$ cat src/design/rss_pkg.sv
// Shared types and constants for the running sample statistics block.
package rss_pkg;

	localparam int SAMPLE_W = 16;
	localparam int TALLY_W  = 16;
	localparam int TOTAL_W  = 32;
	localparam int SQ_W     = 46;
	localparam int VAR_W    = 31;
	localparam int DEV_W    = 16;
	localparam int OUT_W    = 144;

	localparam logic [TALLY_W-1:0]  TALLY_FULL = {TALLY_W{1'b1}};
	localparam logic [SAMPLE_W-1:0] SAMPLE_MAX = {1'b0, {(SAMPLE_W-1){1'b1}}};
	localparam logic [SAMPLE_W-1:0] SAMPLE_MIN = {1'b1, {(SAMPLE_W-1){1'b0}}};
	localparam logic [VAR_W-1:0]    VAR_MAX    = {VAR_W{1'b1}};

	typedef enum logic [8:0] {
		ST_IDLE = 9'b000000001,
		ST_SQ   = 9'b000000010,
		ST_LO   = 9'b000000100,
		ST_HI   = 9'b000001000,
		ST_DEN  = 9'b000010000,
		ST_MDIV = 9'b000100000,
		ST_VDIV = 9'b001000000,
		ST_ROOT = 9'b010000000,
		ST_DONE = 9'b100000000
	} rss_state_t;

	typedef struct packed {
		logic busy;
		logic done;
	} rss_status_t;

	typedef struct packed {
		logic [SAMPLE_W-1:0] mean;
		logic [VAR_W-1:0]    var_q16;
		logic [DEV_W-1:0]    dev;
	} rss_result_t;

endpackage

$ cat src/design/rss_arith.sv
// Sequenced mean, variance and square root over one shared multiplier and subtractor.
module rss_arith (
	input  logic                            clk,
	input  logic                            arst_n,
	input  logic                            start,
	input  logic [rss_pkg::TALLY_W-1:0]     n,
	input  logic signed [rss_pkg::TOTAL_W-1:0] sum,
	input  logic [rss_pkg::SQ_W-1:0]        sumsq,
	input  logic                            take,
	output rss_pkg::rss_status_t            status,
	output rss_pkg::rss_result_t            res
);

	rss_pkg::rss_state_t state_q;
	logic [5:0]  cnt_q;
	logic [15:0] n_q;
	logic [31:0] mag_q;
	logic        neg_q;
	logic [45:0] sq_q;
	logic [63:0] sum2_q;
	logic [63:0] nsq_q;
	logic [63:0] num_q;
	logic [31:0] den_q;
	logic [31:0] div_q;
	logic [31:0] rem_q;
	logic [63:0] quo_q;
	logic [31:0] v_q;
	logic [31:0] root_q;
	logic [30:0] bit_q;
	logic [15:0] mean_q;
	logic [30:0] var_q;

	logic [31:0] mul_a;
	logic [31:0] mul_b;
	logic [63:0] prod;
	logic [32:0] rem_sh;
	logic [31:0] trial;
	logic [32:0] opa;
	logic [32:0] opb;
	logic [33:0] diff;
	logic        ge;
	logic [31:0] quo_lo_next;
	logic [63:0] quo_next;
	logic [31:0] mean_wide;

	always_comb begin
		mul_a = '0;
		mul_b = '0;
		case (state_q)
			rss_pkg::ST_SQ: begin
				mul_a = mag_q;
				mul_b = mag_q;
			end
			rss_pkg::ST_LO: begin
				mul_a = {16'b0, n_q};
				mul_b = sq_q[31:0];
			end
			rss_pkg::ST_HI: begin
				mul_a = {16'b0, n_q};
				mul_b = {18'b0, sq_q[45:32]};
			end
			rss_pkg::ST_DEN: begin
				mul_a = {16'b0, n_q};
				mul_b = {16'b0, n_q - 16'd1};
			end
			default: begin
				mul_a = '0;
				mul_b = '0;
			end
		endcase
	end

	assign prod   = mul_a * mul_b;
	assign rem_sh = {rem_q, quo_q[63]};
	assign trial  = root_q + {1'b0, bit_q};
	assign opa    = (state_q == rss_pkg::ST_ROOT) ? {1'b0, v_q} : rem_sh;
	assign opb    = (state_q == rss_pkg::ST_ROOT) ? {1'b0, trial} : {1'b0, div_q};
	assign diff   = {1'b0, opa} - {1'b0, opb};
	assign ge     = ~diff[33];
	assign quo_next    = {quo_q[62:0], ge};
	assign quo_lo_next = quo_next[31:0];
	assign mean_wide   = neg_q ? (32'd0 - quo_lo_next) : quo_lo_next;

	always_ff @(posedge clk or negedge arst_n) begin
		if (!arst_n) begin
			state_q <= rss_pkg::ST_IDLE;
			cnt_q   <= '0;
		end else begin
			case (state_q)
				rss_pkg::ST_IDLE: begin
					if (start)
						state_q <= rss_pkg::ST_SQ;
				end
				rss_pkg::ST_SQ:  state_q <= rss_pkg::ST_LO;
				rss_pkg::ST_LO:  state_q <= rss_pkg::ST_HI;
				rss_pkg::ST_HI:  state_q <= rss_pkg::ST_DEN;
				rss_pkg::ST_DEN: begin
					state_q <= rss_pkg::ST_MDIV;
					cnt_q   <= 6'd31;
				end
				rss_pkg::ST_MDIV: begin
					cnt_q <= cnt_q - 6'd1;
					if (cnt_q == 6'd0) begin
						if (n_q < 16'd2) begin
							state_q <= rss_pkg::ST_DONE;
						end else begin
							state_q <= rss_pkg::ST_VDIV;
							cnt_q   <= 6'd63;
						end
					end
				end
				rss_pkg::ST_VDIV: begin
					cnt_q <= cnt_q - 6'd1;
					if (cnt_q == 6'd0) begin
						state_q <= rss_pkg::ST_ROOT;
						cnt_q   <= 6'd15;
					end
				end
				rss_pkg::ST_ROOT: begin
					cnt_q <= cnt_q - 6'd1;
					if (cnt_q == 6'd0)
						state_q <= rss_pkg::ST_DONE;
				end
				rss_pkg::ST_DONE: begin
					if (take)
						state_q <= rss_pkg::ST_IDLE;
				end
				default: state_q <= rss_pkg::ST_IDLE;
			endcase
		end
	end

	always_ff @(posedge clk) begin
		case (state_q)
			rss_pkg::ST_IDLE: begin
				if (start) begin
					n_q   <= n;
					neg_q <= sum[31];
					mag_q <= sum[31] ? (32'd0 - sum) : sum;
					sq_q  <= sumsq;
				end
			end
			rss_pkg::ST_SQ: sum2_q <= prod;
			rss_pkg::ST_LO: nsq_q  <= prod;
			rss_pkg::ST_HI: nsq_q  <= nsq_q + {prod[31:0], 32'b0};
			rss_pkg::ST_DEN: begin
				den_q <= prod[31:0];
				num_q <= (nsq_q > sum2_q) ? (nsq_q - sum2_q) : 64'd0;
				rem_q <= '0;
				quo_q <= {mag_q, 32'b0};
				div_q <= {16'b0, n_q};
			end
			rss_pkg::ST_MDIV: begin
				rem_q <= ge ? diff[31:0] : rem_sh[31:0];
				quo_q <= quo_next;
				if (cnt_q == 6'd0) begin
					mean_q <= mean_wide[15:0];
					var_q  <= '0;
					root_q <= '0;
					rem_q  <= '0;
					quo_q  <= num_q;
					div_q  <= den_q;
				end
			end
			rss_pkg::ST_VDIV: begin
				rem_q <= ge ? diff[31:0] : rem_sh[31:0];
				quo_q <= quo_next;
				if (cnt_q == 6'd0) begin
					if (|quo_next[63:31]) begin
						var_q <= rss_pkg::VAR_MAX;
						v_q   <= {1'b0, rss_pkg::VAR_MAX};
					end else begin
						var_q <= quo_next[30:0];
						v_q   <= {1'b0, quo_next[30:0]};
					end
					root_q <= '0;
					bit_q  <= 31'h40000000;
				end
			end
			rss_pkg::ST_ROOT: begin
				if (ge) begin
					v_q    <= diff[31:0];
					root_q <= (root_q >> 1) + {1'b0, bit_q};
				end else begin
					root_q <= root_q >> 1;
				end
				bit_q <= bit_q >> 2;
			end
			default: begin
			end
		endcase
	end

	assign status.busy  = (state_q != rss_pkg::ST_IDLE);
	assign status.done  = (state_q == rss_pkg::ST_DONE);
	assign res.mean     = mean_q;
	assign res.var_q16  = var_q;
	assign res.dev      = root_q[15:0];

	property p_start_idle;
		@(posedge clk) disable iff (!arst_n)
		start |-> state_q == rss_pkg::ST_IDLE;
	endproperty
	a_start_idle: assert property (p_start_idle)
		else $error("start while sequencer busy");

	property p_rem_below;
		@(posedge clk) disable iff (!arst_n)
		(state_q == rss_pkg::ST_MDIV || state_q == rss_pkg::ST_VDIV) |-> rem_q < div_q;
	endproperty
	a_rem_below: assert property (p_rem_below)
		else $error("divider remainder not below divisor");

	property p_root_done;
		@(posedge clk) disable iff (!arst_n)
		(state_q == rss_pkg::ST_DONE) |-> root_q[31:16] == 16'd0;
	endproperty
	a_root_done: assert property (p_root_done)
		else $error("square root wider than result");

endmodule

$ cat config.mk
export PLATFORM = sky130hd
export DESIGN_NAME = rss_arith
export DESIGN_NICKNAME = d
export VERILOG_FILES = /design/src/design/rss_pkg.sv /design/src/design/rss_arith.sv
export SDC_FILE = /design/constraint.sdc
export NUM_CORES = 2
export LEC_CHECK = 0
export BUFFER_PORTS_ARGS = -buffer_cell sky130_fd_sc_hd__buf_2
export CAP_MARGIN = 10
export CORE_UTILIZATION = 30
export CTS_CLUSTER_SIZE = 40
export DETAILED_ROUTE_END_ITERATION = 12
export GPL_TIMING_DRIVEN = 0
export PLACE_DENSITY_LB_ADDON = 0.3
export SLEW_MARGIN = 20
export SYNTH_ARGS = -nofsm -noshare
export SYNTH_HDL_FRONTEND = slang
export SYNTH_SLANG_ARGS = --single-unit
$ cat constraint.sdc
create_clock -name clk -period 28.9 [get_ports clk]
set_input_delay 5.78 -clock clk [delete_from_list [all_inputs] [get_ports clk]]
set_output_delay 5.78 -clock clk [all_outputs]
set_load 0.02 [all_outputs]
==> run_results.csv <==
group,metric,value,unit
clocking,cts_resized,0,
finish,design_area,72600,um^2
sta,rsz0062_at_grt,"no",
power,leakage,30.8,nW
sta,skew,0.0663,ns
power,pwr-share-clk,25.2,%
logic_synthesis,synth_area_leaders,"fa_1 (28%), edfxtp_1 (26%), ha_1 (8.3%)",
critical_path,critPathMostFrequentCell,"fa_1",
floorplanning,start_util,30.3,%
logic_synthesis,netlist_instances,6883,
sta,hold_slack,0.510,ns
power,total_power,3.61,mW
sta,fin_crit_sh,49.5,%
power,combPwrFrac,42.9,%
floorplanning,die_h,468,um
sta,drv_slew,0,
routing,post-route-drc-count,0,
logic_synthesis,yosysWarnings,0,
global_route,grt_first_pass_wirelength,368000,um
global_route,use_met2,36.2,%
global_route,grt_util_met1,29.8,%
clocking,clkSinkCount,589,
logic_synthesis,yosys_most_used_dff,"edfxtp_1",
power,switchingPower,1.61,mW
clocking,clk_pin_slew,0.06,ns
sta,worst_slew_pin_slew,1.33,ns
place,dp.final_hpwl,210000,um
clocking,clock_path_buffers,3,
critical_path,worstPathRequired,29.36,ns
clocking,hold_buffers,0,
power,p_per_area,49.8,nW/um^2
routing,drt_wl_total,259000,um
logic_synthesis,ys_seq_elements,589,
global_route,busiest_layer,"met2",
status,status,"finished, final reports clean",
logic_synthesis,ys_seq_area_share,27.0,%
finish,fin_util,33.7,%
logic_synthesis,yosysTopAreaCell,"fa_1",
sta,setup-violations-final,0,
power,p_int,2.00,mW
routing,drt-pass1-iter-count,9,
clocking,cts_buffers,71,
clocking,cts_root_buf,"clkbuf_16",
finish,fin_nets,8574,
critical_path,cp-start-kind,"register",
clocking,insertion_delay,0.70,ns
floorplanning,dieWidth,468,um
clocking,cts_tree,"yes",
routing,dr_total_vias,52301,
global_route,overflow,0,
logic_synthesis,synth.cell_area,65100,um^2
floorplanning,ios,163,
global_route,grt_pass1_vias,52345,
finish,syn2layout_area_growth,11.4,%
worst_hold_path,hp-class,"reg -> reg",
critical_path,worstPathArrival,14.77,ns
global_route,use_met3,5.86,%
critical_path,critPathSlowestCell,"xnor2_1",
floorplanning,die_area,219000,um^2
routing,wire_per_inst,25.8,um
logic_synthesis,synth_nets,8310,
global_route,antenna_found_initial,18,
finish,drive_gt1_share,6.00,%
sta,fmax,69.9,MHz
sta,fin_crit,14.31,ns
flow_run,max_cap_viol_count,0,
logic_synthesis,synth_edf_count,574,
critical_path,r2r_slack,14.59,ns
global_route,grt_usage,23.6,%
place,io_buffers,162,
power,ir_worst_vdd,51.0,uV
power,netSwitchingFraction,44.6,%
critical_path,end_kind,"register",
sta,slew_headroom,11.2,%
floorplanning,core_area,215000,um^2
clocking,cts-htree-levels,3,
logic_synthesis,synth_area_per_cell,9.46,um^2
critical_path,worst_path_largest_cell_delay,0.95,ns
routing,ant_nets,0,
clocking,postCtsSetupBuffers,0,
logic_synthesis,synth.top_cell.area_share,27.6,%
routing,via_per_inst,5.21,
floorplanning,rows,170,
critical_path,crit_path_max_fanout,10,
global_route,grt_max_degree,51,
place,gp_congestion,1.06,
sta,finalHoldViolations,0,
routing,dr.first_iter.drc_count,5384,
place,place_area,70200,um^2
logic_synthesis,async_reset_ff_share,2.55,%
sta,tns,0,ns
power,power_frac_seq,31.9,%
logic_synthesis,yosys.cell_types.count,86,
critical_path,setup.worst_path.class,"reg -> reg",
## logic make-up (layout without fill, tap and decap cells)
family	Yosys count	count (layout)	share of synthesized area [%]
flip-flops	589	589	27.0
XOR/XNOR	289	289	3.89
multiplexers	9	9	0.150
other	0	2	0
adder cells (fa/ha/maj)	1329	1329	35.9
AND/OR/NAND/NOR	2183	2183	14.2
buffers and inverters	1467	1784	8.58
AO/OA/AOI/OAI	1017	1017	10.3
## Yosys cell counts (40+ instances only)
cell type,instances
nor2_1,666
a21o_1,124
clkbuf_1,294
xor2_1,110
fa_1,899
nor3_1,51
a22o_1,43
ha_1,430
a31oi_1,60
a21oi_1,295
a211oi_1,47
o21ai_0,173
nand3_1,40
nand4_1,42
and2_1,100
edfxtp_1,574
xnor2_1,179
inv_1,1112
nand2_1,1099
## state kept, by name (all words and copies together) (netlist names)
signal,cells
state_q,9
cnt_q,6
n_q,16
bit_q,16
nsq_q,64
mean_q,16
neg_q,1
sq_q,46
div_q,32
mag_q,32
rem_q,32
den_q,32
v_q,32
root_q,32
quo_q,64
var_q,31
sum2_q,64
num_q,64
## critical path: cells and delay by family, from the launching register on
family	cells	cell delay (ns)
adder cells (fa/ha/maj)	10	4.70
buffers and inverters	9	3.27
AND/OR/NAND/NOR	9	2.84
AO/OA/AOI/OAI	6	1.52
XOR/XNOR	2	1.08
flip-flops	1	0.37
multiplexers	1	0.27
## final cells by class
cell class | instances | area, um^2
diodes | 2 | 5.00
plain buffers | 350 | 1430
clock buffers | 85 | 1840
clock inverters | 41 | 497
fillers | 22210 | 143000
inverters | 1117 | 4200
multi-input cells | 4827 | 42200
flip-flops and latches | 589 | 17600
well taps | 2838 | 3550
repair buffers | 191 | 1280
## power groups by stage
| stage | combinational (mW) | clock, mW | sequential (mW) |
|---|---|---|---|
| global route | 1.64 | 0.960 | 1.15 |
| CTS | 1.51 | 0.927 | 1.15 |
| global placement | 1.46 | 0 | 1.18 |
| finish | 1.55 | 0.911 | 1.15 |
| detailed placement | 1.50 | 0 | 1.16 |
| floorplan | 0.884 | 0 | 1.11 |
## per-stage QoR
step                setup slack [ns]  std cells
detailed placement             14.96       9910
finish                         14.59      10040
floorplan                      17.71       6883
global route                   14.21      10038
global placement               13.26       9883
CTS                            14.89      10036
## final timing paths
kind | cells after the start | from | end
setup / recovery | 37 | state_q[7] | nsq_q[63]
hold / removal | 2 | den_q[13] | div_q[13]
setup reg to reg | 37 | state_q[7] | nsq_q[63]
hold reg to reg | 2 | den_q[13] | div_q[13]
max in group asynchronous | 1 | arst_n | state_q[0]
min in group asynchronous | 1 | arst_n | state_q[7]
## metal layers
metal,vias up,wire (um)
li1,22742,-
met1,26228,101000
met2,2679,114000
met3,646,25400
met4,6,18300
met5,-,48
## placed cells by master, fill, tap and decap left out, types with 36 or more instances in the layout
master and instances:
inv_1 1111, nand2_1 1098, fa_1 899, nor2_1 664
edfxtp_1 574, ha_1 430, a21oi_1 290, clkbuf_1 287
buf_2 186, xnor2_1 171, o21ai_0 169, a21o_1 124
xor2_1 107, and2_1 100, clkbuf_16 71, a31oi_1 60
nor3_1 51, a211oi_1 47, a22o_1 43, nand4_1 42
nand3_1 40, nand2b_1 36, a222oi_1 36
(Power assumes the default switching activity.)
